## src/rtl/pbc_pkg.sv

```systemverilog
`timescale 1ns / 1ps
// ----------------------------------------------------------------------------
// Point box clustering package
// Shared constants, register codes and the token control type that moves
// along the row of cluster cells.
// ----------------------------------------------------------------------------
package pbc_pkg;

  // Default size of the cluster table and coordinate width.
  localparam int MAX_CLUSTERS_DEF = 64;
  localparam int COORD_BITS_DEF   = 12;

  // Widths fixed by the channel and register definitions.
  localparam int FIELD_W     = 12;
  localparam int INDEX_OUT_W = 6;
  localparam int TOTAL_OUT_W = 7;
  localparam int CFG_IDX_W   = 1;

  // Threshold reset value.
  localparam logic [FIELD_W-1:0] THRESH_RESET = FIELD_W'(100);

  // Configuration register indexes.
  localparam logic [CFG_IDX_W-1:0] REG_X_THRESHOLD = 1'b0;
  localparam logic [CFG_IDX_W-1:0] REG_Y_THRESHOLD = 1'b1;

  // Control part of the token handed from cell to cell.
  typedef struct packed {
    logic valid;
    logic found;
    logic opened;
  } pbc_tok_ctrl_t;

endpackage

```

## src/rtl/pbc_cell.sv

```systemverilog
`timescale 1ns / 1ps
// ----------------------------------------------------------------------------
// Point box clustering cell
// Holds one cluster box. A token carrying a point passes through once per
// cycle; the first live cell that matches grows its box, and the first free
// cell opens a new box if no earlier cell took the point.
// ----------------------------------------------------------------------------
module pbc_cell #(
  parameter int CELL_ID    = 0,
  parameter int COORD_BITS = 12,
  parameter int IDX_W      = 6,
  parameter int CNT_W      = 7
) (
  input  logic                       clk,
  input  logic                       rst,
  input  logic [pbc_pkg::FIELD_W-1:0] x_threshold,
  input  logic [pbc_pkg::FIELD_W-1:0] y_threshold,
  input  pbc_pkg::pbc_tok_ctrl_t     ctrl_prev,
  input  logic [COORD_BITS-1:0]      px_prev,
  input  logic [COORD_BITS-1:0]      py_prev,
  input  logic [IDX_W-1:0]           idx_prev,
  input  logic [COORD_BITS-1:0]      cx_prev,
  input  logic [COORD_BITS-1:0]      cy_prev,
  input  logic [CNT_W-1:0]           used_prev,
  output pbc_pkg::pbc_tok_ctrl_t     ctrl,
  output logic [COORD_BITS-1:0]      px,
  output logic [COORD_BITS-1:0]      py,
  output logic [IDX_W-1:0]           idx,
  output logic [COORD_BITS-1:0]      cx,
  output logic [COORD_BITS-1:0]      cy,
  output logic [CNT_W-1:0]           used
);
  import pbc_pkg::*;

  localparam int CMP_W = (COORD_BITS > FIELD_W) ? COORD_BITS : FIELD_W;

  // Box held by this cell.
  logic [COORD_BITS-1:0] min_x, max_x, min_y, max_y;
  logic [COORD_BITS-1:0] min_x_next, max_x_next, min_y_next, max_y_next;

  logic live, is_free, hit, open_box;
  logic near_x_min, near_x_max, near_y_min, near_y_max;
  logic [COORD_BITS:0] sum_x, sum_y;

  pbc_tok_ctrl_t         ctrl_next;
  logic [IDX_W-1:0]      idx_next;
  logic [COORD_BITS-1:0] cx_next, cy_next;
  logic [CNT_W-1:0]      used_next;

  // True when |a - b| is strictly below the threshold.
  function automatic logic near(input logic [COORD_BITS-1:0] a,
                                input logic [COORD_BITS-1:0] b,
                                input logic [FIELD_W-1:0] thr);
    logic [COORD_BITS-1:0] diff;
    diff = (a > b) ? (a - b) : (b - a);
    return CMP_W'(diff) < CMP_W'(thr);
  endfunction

  // Corner tests: each corner pairs one x edge with one y edge.
  always_comb begin
    near_x_min = near(px_prev, min_x, x_threshold);
    near_x_max = near(px_prev, max_x, x_threshold);
    near_y_min = near(py_prev, min_y, y_threshold);
    near_y_max = near(py_prev, max_y, y_threshold);
    live       = CNT_W'(CELL_ID) < used_prev;
    is_free    = CNT_W'(CELL_ID) == used_prev;
    hit        = ctrl_prev.valid && !ctrl_prev.found && live &&
                 ((near_x_min || near_x_max) && (near_y_min || near_y_max));
    open_box   = ctrl_prev.valid && !ctrl_prev.found && is_free;
  end

  // Grown or freshly opened box.
  always_comb begin
    min_x_next = min_x;
    max_x_next = max_x;
    min_y_next = min_y;
    max_y_next = max_y;
    if (open_box) begin
      min_x_next = px_prev;
      max_x_next = px_prev;
      min_y_next = py_prev;
      max_y_next = py_prev;
    end else if (hit) begin
      if (px_prev < min_x) min_x_next = px_prev;
      if (px_prev > max_x) max_x_next = px_prev;
      if (py_prev < min_y) min_y_next = py_prev;
      if (py_prev > max_y) max_y_next = py_prev;
    end
    sum_x = {1'b0, min_x_next} + {1'b0, max_x_next};
    sum_y = {1'b0, min_y_next} + {1'b0, max_y_next};
  end

  // Token leaving this cell.
  always_comb begin
    ctrl_next = ctrl_prev;
    idx_next  = idx_prev;
    cx_next   = cx_prev;
    cy_next   = cy_prev;
    used_next = used_prev;
    if (hit || open_box) begin
      ctrl_next.found  = 1'b1;
      ctrl_next.opened = open_box;
      idx_next         = IDX_W'(CELL_ID);
      cx_next          = sum_x[COORD_BITS:1];
      cy_next          = sum_y[COORD_BITS:1];
      if (open_box) begin
        used_next = used_prev + CNT_W'(1);
      end
    end
  end

  // Box storage.
  always_ff @(posedge clk) begin
    if (hit || open_box) begin
      min_x <= min_x_next;
      max_x <= max_x_next;
      min_y <= min_y_next;
      max_y <= max_y_next;
    end
  end

  // Token register.
  always_ff @(posedge clk) begin
    if (rst) begin
      ctrl <= '0;
    end else begin
      ctrl <= ctrl_next;
    end
  end

  always_ff @(posedge clk) begin
    px   <= px_prev;
    py   <= py_prev;
    idx  <= idx_next;
    cx   <= cx_next;
    cy   <= cy_next;
    used <= used_next;
  end

endmodule
```

## config.mk

```make
export PLATFORM = sky130hd
export DESIGN_NAME = pbc_cell
export DESIGN_NICKNAME = d
export VERILOG_FILES = /design/src/rtl/pbc_pkg.sv /design/src/rtl/pbc_cell.sv
export SDC_FILE = /design/constraint.sdc
export NUM_CORES = 1
export LEC_CHECK = 0
export BUFFER_PORTS_ARGS = -buffer_cell sky130_fd_sc_hd__clkbuf_2
export CAP_MARGIN = 10
export CELL_PAD_IN_SITES_DETAIL_PLACEMENT = 1
export CELL_PAD_IN_SITES_GLOBAL_PLACEMENT = 2
export CORE_MARGIN = 4
export CORE_UTILIZATION = 32
export DETAILED_ROUTE_END_ITERATION = 10
export MAX_ROUTING_LAYER = met4
export PLACE_DENSITY = 0.9
export SETUP_SLACK_MARGIN = 0.15
export SLEW_MARGIN = 40
export SYNTH_ARGS = -nofsm -noshare
export SYNTH_HDL_FRONTEND = slang
export SYNTH_SLANG_ARGS = --single-unit
```

## constraint.sdc

```tcl
create_clock -name clk -period 7.9 [get_ports clk]
set_clock_uncertainty 0.15 [all_clocks]
set_input_delay 1.58 -clock clk [delete_from_list [all_inputs] [get_ports clk]]
set_output_delay 1.58 -clock clk [all_outputs]
set_load 0.01 [all_outputs]
```

==> results of run 1 <==
==> area by class of cell <==
class	instances	area, sq um
well taps	396	495
fillers	3656	16900
multi-input cells	886	7300
flip-flops and latches	112	2720
clock buffers	9	225
clock inverters	7	60.1
inverters	139	536
repair buffers	370	2490
==> layout by cell type, fill, tap and decap left out, drive strengths merged, types with 18 or more instances in the layout <==
master  netlist  final
ha          160    160
buf           7    222
clkbuf       33    157
nor2         52     52
xnor2        40     40
mux2i        28     28
o21ai        90     90
dfxtp        64     64
nand4        18     18
nand2       107    107
inv         139    143
edfxtp       48     48
a21oi       109    109
a21o         50     50
o21bai       18     18
nand3        19     19
==> sequential cells by signal, summed over array words and instances, names as in the netlist <==
register and count:
min_x 12, py 12, px 12, cx 12, ctrl 3, max_x 12, min_y 12, used 7
max_y 12, cy 12, idx 6
==> critical path: cells and delay by family <==
kind,cells,cell delay [ns]
AO/OA/AOI/OAI,20,3.07
adder cells (fa/ha/maj),4,1.16
AND/OR/NAND/NOR,5,0.78
buffers and inverters,6,0.58
XOR/XNOR,2,0.34
multiplexers,1,0.26
==> cell usage after synthesis (7+ instances only) <==
cell type  count
ha_1         160
inv_1        139
a21oi_1      109
nand2_1      107
o21ai_0       87
dfxtp_1       64
nor2_1        52
a21o_1        50
edfxtp_1      48
xnor2_1       40
clkbuf_1      33
mux2i_1       27
nand3_1       19
nand4_1       18
o21bai_1      18
and3_1        17
o211ai_1      14
mux2_2        13
a31oi_1       12
nor2b_1       12
a211oi_1      10
fa_1          10
nor3_1        10
xor2_1        10
nor3b_1        7
o21a_1         7
==> worst max path at each step <==
| stage | startpoint | to | cells past startpoint |
|---|---|---|---|
| 3_5_place_dp | px_prev[0] | cy[9] | 37 |
| 4_1_cts | py_prev[7] | cy[9] | 36 |
| 5_1_grt | px_prev[10] | cx[9] | 35 |
| 3_3_place_gp | px_prev[0] | cy[9] | 37 |
| 6_report | px_prev[0] | cy[9] | 38 |
| 2_1_floorplan | py_prev[0] | cy[9] | 35 |
==> cells by family after synthesis <==
family                     after synthesis  synth area share (%)
buffers and inverters                  179                  6.75
and+or+nand+nor                        268                  12.7
DFF                                    112                  27.1
xor gates and xnor gates                50                  4.36
adders and majority gates              170                  21.9
muxes                                   41                  4.29
AOI/OAI and AO/OA                      357                  22.8
==> timing repair <==
action | 4_1_cts | 5_1_grt
endpoints found under the setup margin | 17 | 17
resized for setup | 41 | 137
hold buffers | 0 | 0
setup buffers | 5 | 14
pin swaps | 21 | 56
cloned | 0 | 0
endpoints found under the hold margin | 0 | 0
==> stage by stage <==
| step | instances | area (sq um) | setup WS, ns | utilization (%) |
|---|---|---|---|---|
| after floorplan | 1177 | 10100 | 0.151 | - |
| after global routing | 1919 | 13800 | -0.188 | 45.0 |
| after global placement | 1884 | 12700 | -0.571 | 41.4 |
| final | 1919 | 13800 | 0.214 | 45.0 |
| after CTS | 1905 | 13200 | 0.152 | 42.9 |
| after detailed placement | 1884 | 12700 | -0.745 | 41.4 |
==> metal layers <==
metal  global-route usage (%)  vias up  wire, um
met5                        -        -         0
met4                     6.28        0      1020
met3                     3.02       69      1550
met2                     34.6      253     17600
met1                     26.6     4924     16400
li1                         -     4857         -
==> results.toml, run 1 <==
[logic_synthesis]
yosys.area.top_type = "ha_1"
ys.flop_type = "dfxtp_1"
synth-edff-count = 48
synth_area_leaders = "ha_1 (20%), edfxtp_1 (14%), dfxtp_1 (13%)"
synth_area_sq_um = 10000
yosys_warnings = 0
synth_cells = 1177
ys_ff_latch = 112
synth_cell_types = 67
avgSynthCellArea_sq_um = 8.52
synth.net_count = 1437
ys_seq_area_share_pct = 27.1
synth_top_cell_area_share_pct = 20.0
synthArstFlopShare_pct = 0

[global_route]
overflow = 0
grt_pass1_wl_um = 55300
grt_max_degree = 56
track_usage_pct = 20.9
antenna_found_initial = 0
grt_pass1_vias = 10600

[status]
status = "completed"

[die]
dieArea_sq_um = 34300
initial_core_util_pct = 32.6
chipWidth_um = 185
fp.dieH_um = 185
io_pins = 154
rows = 64
coreArea_sq_um = 30700

[cts]
htree_num_levels = 3
root_buffer = "clkbuf_16"
insertion_delay_ns = 0.39
clkTransAtPathRegs_ns = 0.09
cts.sinks = 112
cts_tree = "built"
clockBufferDepth = 2
numCtsBuffers = 9

[min_path]
hold_class = "reg -> reg"
hold-path-endpoint = "max_y[11]"
min_from = "max_y[11]"
min_delay_path_depth = 1

[final_layout]
drive_gt1_share_pct = 34.8
diodes = 0
area_delta_synth_final_pct = 37.9
finalNetCount = 1778

[setup_path]
startpoint_type = "primary input"
slowest_delay_ns = 0.43
worstPathArrival_ns = 7.80
cp_max_fo = 12
worst_setup_path_end_kind = "register"
critical_path_class = "in -> reg"
reg2reg_from = "min_x[0]"
cpMostUsedCell = "a21oi_2"
crit_slowest_cell = "or3b_4"
reg2regPathDepth = 34
r2r_end = "cy[9]"
crit_required_ns = 8.02
r2r_slack_ns = 0.99

[sta]
hold_viol = 0
fmaxAchievable_mhz = 130
slew_violations = 0
relSlewSlack_pct = 71.0
tns_ns = 0
finalSetupViolations = 0
worst_pin_slew_ns = 0.430
fin_crit_sh_pct = 97.3
rsz0062_at_grt = "true"
timing.hold.ws_ns = 0.475
min_period_ns = 7.69

[routing]
viasPerCell = 5.26
routed_wl_um = 36600
detail-route-antenna-nets = 0
dr.pass1.iters = 5
drc = 0
drt_iter0_drc = 502
num_vias = 10100
detail_route.wl_per_cell_um = 19.1

[run]
max_cap_violations = 0

[placed_design]
dp_hpwl_um = 29800
place_congestion = 0.966
port_buffers = 153
Power of run 1 is left out: the tool's default activity adds up to more than one toggle a clock period on the data nets, which glitch-free logic cannot reach.
==> run 2, diff against run 1 <==
--- a/config.mk
+++ b/config.mk
@@ -10,10 +10,10 @@
 export CELL_PAD_IN_SITES_DETAIL_PLACEMENT = 1
 export CELL_PAD_IN_SITES_GLOBAL_PLACEMENT = 2
 export CORE_MARGIN = 4
-export CORE_UTILIZATION = 32
+export CORE_UTILIZATION = 35
 export DETAILED_ROUTE_END_ITERATION = 10
 export MAX_ROUTING_LAYER = met4
-export PLACE_DENSITY = 0.9
+export PLACE_DENSITY = 0.93
 export SETUP_SLACK_MARGIN = 0.15
 export SLEW_MARGIN = 40
 export SYNTH_ARGS = -nofsm -noshare
==> constraint.sdc (replaced) <==
create_clock -name clk -period 7.8 [get_ports clk]
set_clock_uncertainty 0.15 [all_clocks]
set_input_delay 1.56 -clock clk [delete_from_list [all_inputs] [get_ports clk]]
set_output_delay 1.56 -clock clk [all_outputs]
set_load 0.01 [all_outputs]
==> run 2 against run 1 <==
The flow now finishes with violations (setup timing). Wire length rose by 7.4%. Die area fell by 8.2%. Cell area rose by 1.7%. Worst setup slack got worse by 0.36 ns. Via count rose by 2.6%. Sequential share of layout area fell by 0.33 points. First-iteration DRC count rose by 34%. Utilization rose by 5.2 points. Flip-flop and latch count did not move. Largest cell class unchanged.
==> results.toml, run 2 (synthesis results as in run 1) <==
[sta]
hold_viol = 0
worst_pin_slew_ns = 0.565
fmaxAchievable_mhz = 126
timing.hold.ws_ns = 0.461
fin_ws_ns = -0.144
slew_violations = 0
finalSetupViolations = 5
min_period_ns = 7.94
relSlewSlack_pct = 62.3
rsz0062_at_grt = "true"
fin_crit_sh_pct = 102

[cts]
holdBufCountCts = 0
root_buffer = "clkbuf_16"
clockBufferDepth = 2
clkTransAtPathRegs_ns = 0.09
cts.sinks = 112
numCtsBuffers = 9
htree_num_levels = 3
cts_tree = "built"
insertion_delay_ns = 0.38

[final_layout]
diodes = 0
drive_gt1_share_pct = 36.0
final_cells = 1922
mostFrequentLayoutCell = "buf_4"
layout_common_cells = "buf_4 (228), clkbuf_2 (151), ha_1 (147)"
area_delta_synth_final_pct = 40.2
postLayoutCellArea_sq_um = 14100
finalNetCount = 1799
n_fill_cell = 3306

[placed_design]
dp.cells = 1870
place_congestion = 0.959
port_buffers = 153
postPlaceCellArea_sq_um = 12700
dp_hpwl_um = 29400

[routing]
drc = 0
detail-route-antenna-nets = 0
dr.pass1.iters = 4
viasPerCell = 5.39
detail_route.wl_per_cell_um = 20.5
drt_iter0_drc = 675
routed_wl_um = 39400
num_vias = 10400

[global_route]
antenna_found_initial = 0
grt_pass1_wl_um = 57200
grt_max_degree = 29
track_usage_pct = 23.4
overflow = 0
grt_pass1_vias = 10800

[die]
io_pins = 154
chipWidth_um = 177
rows = 61
dieArea_sq_um = 31400
fp.dieH_um = 177
initial_core_util_pct = 35.8
coreArea_sq_um = 28000

[setup_path]
worstPathArrival_ns = 8.06
critical_path_class = "in -> reg"
crit_required_ns = 7.92
crit_slowest_cell = "or3_1"
worst_setup_path_end_kind = "register"
slowest_delay_ns = 0.42
startpoint_type = "primary input"
cpMostUsedCell = "a21oi_2"
cp_max_fo = 6

[run]
max_cap_violations = 0

[min_path]
hold_class = "reg -> reg"

[status]
status = "complete, but fails checks"
violations = "setup timing"
## run 2: cell count changes in the layout (fill, tap and decap cells not counted), moves of 4 or more
cell / delta
inv_4: -4
clkbuf_2: +4
nand2_1: +4
inv_1: +4
mux2i_4: +5
buf_4: +24
o21ai_2: +4
buf_6: -6
o21ai_4: -4
## run 2: routing by layer
metal | wire [um] | vias up | part of all wire, % | GRT usage [%]
met1 | 16800 | 5067 | 43 | 29.6
met2 | 19500 | 323 | 50 | 40.0
met3 | 1930 | 76 | 4.9 | 2.88
li1 | - | 4900 | - | -
met5 | 0 | - | 0 | -
met4 | 1160 | 0 | 2.9 | 5.70
## run 2: through the flow
stage          utilization [%]  setup slack (ns)  setup TNS [ns]
2_1_floorplan                -             0.151               0
3_3_place_gp              45.5            -0.202          -0.842
3_5_place_dp              45.5            -0.519           -4.39
4_1_cts                   47.5             0.151               0
5_1_grt                   50.2            -0.360           -1.93
6_report                  50.2            -0.144          -0.450
## run 2: path summary, 6_finish.rpt
kind | from | to | slack, ns | cells after the start
setup / recovery | px_prev[4] | cx[9] | -0.14 | 35
hold / removal | max_y[0] | max_y[0] | 0.46 | 2
setup reg to reg | min_x[0] | cx[9] | 0.66 | 33
hold reg to reg | max_y[0] | max_y[0] | 0.46 | 2
## run 2: repair_timing
item / in CTS / in global routing
gates resized for setup: 46 / 131
buffers inserted: 12 / 24
setup endpoints to repair: 12 / 17
pin swaps: 25 / 57
## run 2: final cells by class
| type | instances | area (sq um) | share of cell area, % |
|---|---|---|---|
| multi-input combinational | 886 | 7400 | 52.6 |
| sequential | 112 | 2720 | 19.4 |
| timing repair buffer | 391 | 2630 | 18.7 |
| inverter | 139 | 533 | 3.79 |
| tap | 378 | 473 | 3.36 |
| clock buffer | 9 | 225 | 1.60 |
| clock inverter | 7 | 85.1 | 0.605 |
## run 2: critical path, delay by kind of cell
family / cells / cell delay [ns]
buffers and inverters: 5 / 0.82
xor gates and xnor gates: 2 / 0.35
adders and majority gates: 3 / 1.04
AOI/OAI and AO/OA: 20 / 3.40
and+or+nand+nor: 5 / 0.88
Power of run 2 is left out for the same reason.
==> run 3, diff against run 2 <==
--- a/config.mk
+++ b/config.mk
@@ -14,6 +14,7 @@
 export DETAILED_ROUTE_END_ITERATION = 10
 export MAX_ROUTING_LAYER = met4
 export PLACE_DENSITY = 0.93
+export RECOVER_POWER = 25
 export SETUP_SLACK_MARGIN = 0.15
 export SLEW_MARGIN = 40
 export SYNTH_ARGS = -nofsm -noshare
==> run 3 against run 2 <==
The run still ends with setup timing left. Final cell count did not move. Wire length hardly changed. First-iteration DRC count is 3.3% lower. Die area stayed put. Sequential share of layout area about the same. Critical path depth stayed put. Clock-buffer cell count unchanged. Maximum frequency barely moved. Global-route usage did not move. Worst hold slack unchanged. Flip-flop and latch count stayed put. Via count about the same. Highest routed layer unchanged.
==> results.toml, run 3 (synthesis results as in run 1) <==
[status]
status = "complete, but fails checks"
violations = "setup timing"

[die]
fp.dieH_um = 177
initial_core_util_pct = 35.8
io_pins = 154
coreArea_sq_um = 28000
dieArea_sq_um = 31400
rows = 61
chipWidth_um = 177

[routing]
drc = 0
viasPerCell = 5.40
routed_wl_um = 39400
dr.pass1.iters = 4
detail-route-antenna-nets = 0
drt_iter0_drc = 653
num_vias = 10400
detail_route.wl_per_cell_um = 20.5

[sta]
hold_viol = 0
min_period_ns = 7.95
fin_crit_sh_pct = 102
fmaxAchievable_mhz = 126
slew_violations = 0
worst_pin_slew_ns = 0.567
finalSetupViolations = 5
rsz0062_at_grt = "true"
relSlewSlack_pct = 62.1
fin_ws_ns = -0.149

[placed_design]
place_congestion = 0.959
port_buffers = 153
dp_hpwl_um = 29400

[final_layout]
area_delta_synth_final_pct = 40.2
drive_gt1_share_pct = 35.8
final_util_pct = 50.2
n_fill_cell = 3308
mostFrequentLayoutCell = "buf_4"
layout_common_cells = "buf_4 (228), clkbuf_2 (148), ha_1 (147)"
finalNetCount = 1799
diodes = 0

[cts]
numCtsBuffers = 9
cts.sinks = 112
htree_num_levels = 3
holdBufCountCts = 0
clkTransAtPathRegs_ns = 0.09
cts_tree = "built"
root_buffer = "clkbuf_16"
clockBufferDepth = 2
insertion_delay_ns = 0.38

[setup_path]
cpMostUsedCell = "a21oi_2"
crit_required_ns = 7.92
slowest_delay_ns = 0.42
crit_slowest_cell = "or3_1"
worst_setup_path_end_kind = "register"
worstPathArrival_ns = 8.07
cp_max_fo = 6
startpoint_type = "primary input"
critical_path_class = "in -> reg"

[global_route]
grt_max_degree = 29
antenna_found_initial = 0
track_usage_pct = 23.4
grt_pass1_wl_um = 57200
overflow = 0
grt_pass1_vias = 10800

[min_path]
hold_class = "reg -> reg"

[run]
max_cap_violations = 0
run 3: cell types whose count changed in the layout (fill, tap and decap cells not counted):
cell      previous run  this run
clkbuf_1             0         3
clkbuf_2           151       148
run 3: area by class of cell:
class                   instances  area [sq um]  share of cell area (%)
flip-flops and latches        112          2720                    19.4
multi-input cells             886          7400                    52.6
clock inverters                 7          85.1                   0.605
well taps                     378           473                    3.36
inverters                     139           533                    3.79
clock buffers                   9           225                    1.60
repair buffers                391          2620                    18.7
run 3: path summary, 6_finish.rpt:
check | start | end | slack [ns] | depth (start not counted)
setup / recovery | px_prev[4] | cx[9] | -0.15 | 35
hold / removal | max_y[0] | max_y[0] | 0.46 | 2
setup reg to reg | min_x[0] | cx[9] | 0.66 | 33
hold reg to reg | max_y[0] | max_y[0] | 0.46 | 2
run 3: critical path: cells and delay by family:
| kind | cells | cell delay, ns |
|---|---|---|
| xor+xnor | 2 | 0.34 |
| fa+ha+maj | 3 | 1.04 |
| buf+inv | 5 | 0.82 |
| simple gates | 5 | 0.88 |
| compound gates | 20 | 3.40 |
run 3: through the flow:
stage                     hold WS (ns)  worst slack (ns)  instance area [sq um]  TNS [ns]  cells
final                            0.461            -0.149                  14100    -0.480   1922
after global routing             0.501            -0.360                  14100     -1.93   1922
after CTS                        0.469             0.151                  13300         0   1898
after detailed placement         0.450            -0.519                  12700     -4.39   1870
after global placement           0.421            -0.202                  12700    -0.842   1870
after floorplan                  0.397             0.151                  10200         0   1177
run 3: what timing repair did:
item,CTS,global route
pin swaps,25,57
endpoints found under the setup margin,12,17
gates resized for setup,46,131
cloned,0,0
setup buffers,12,24
run 3: layer usage:
metal,global-route usage (%),vias up,routed length [um]
li1,-,4899,-
met2,40.0,319,19500
met4,5.70,0,1170
met5,-,-,0
met3,2.88,78,1870
met1,29.6,5080,16800
Power of run 3 is left out for the same reason.
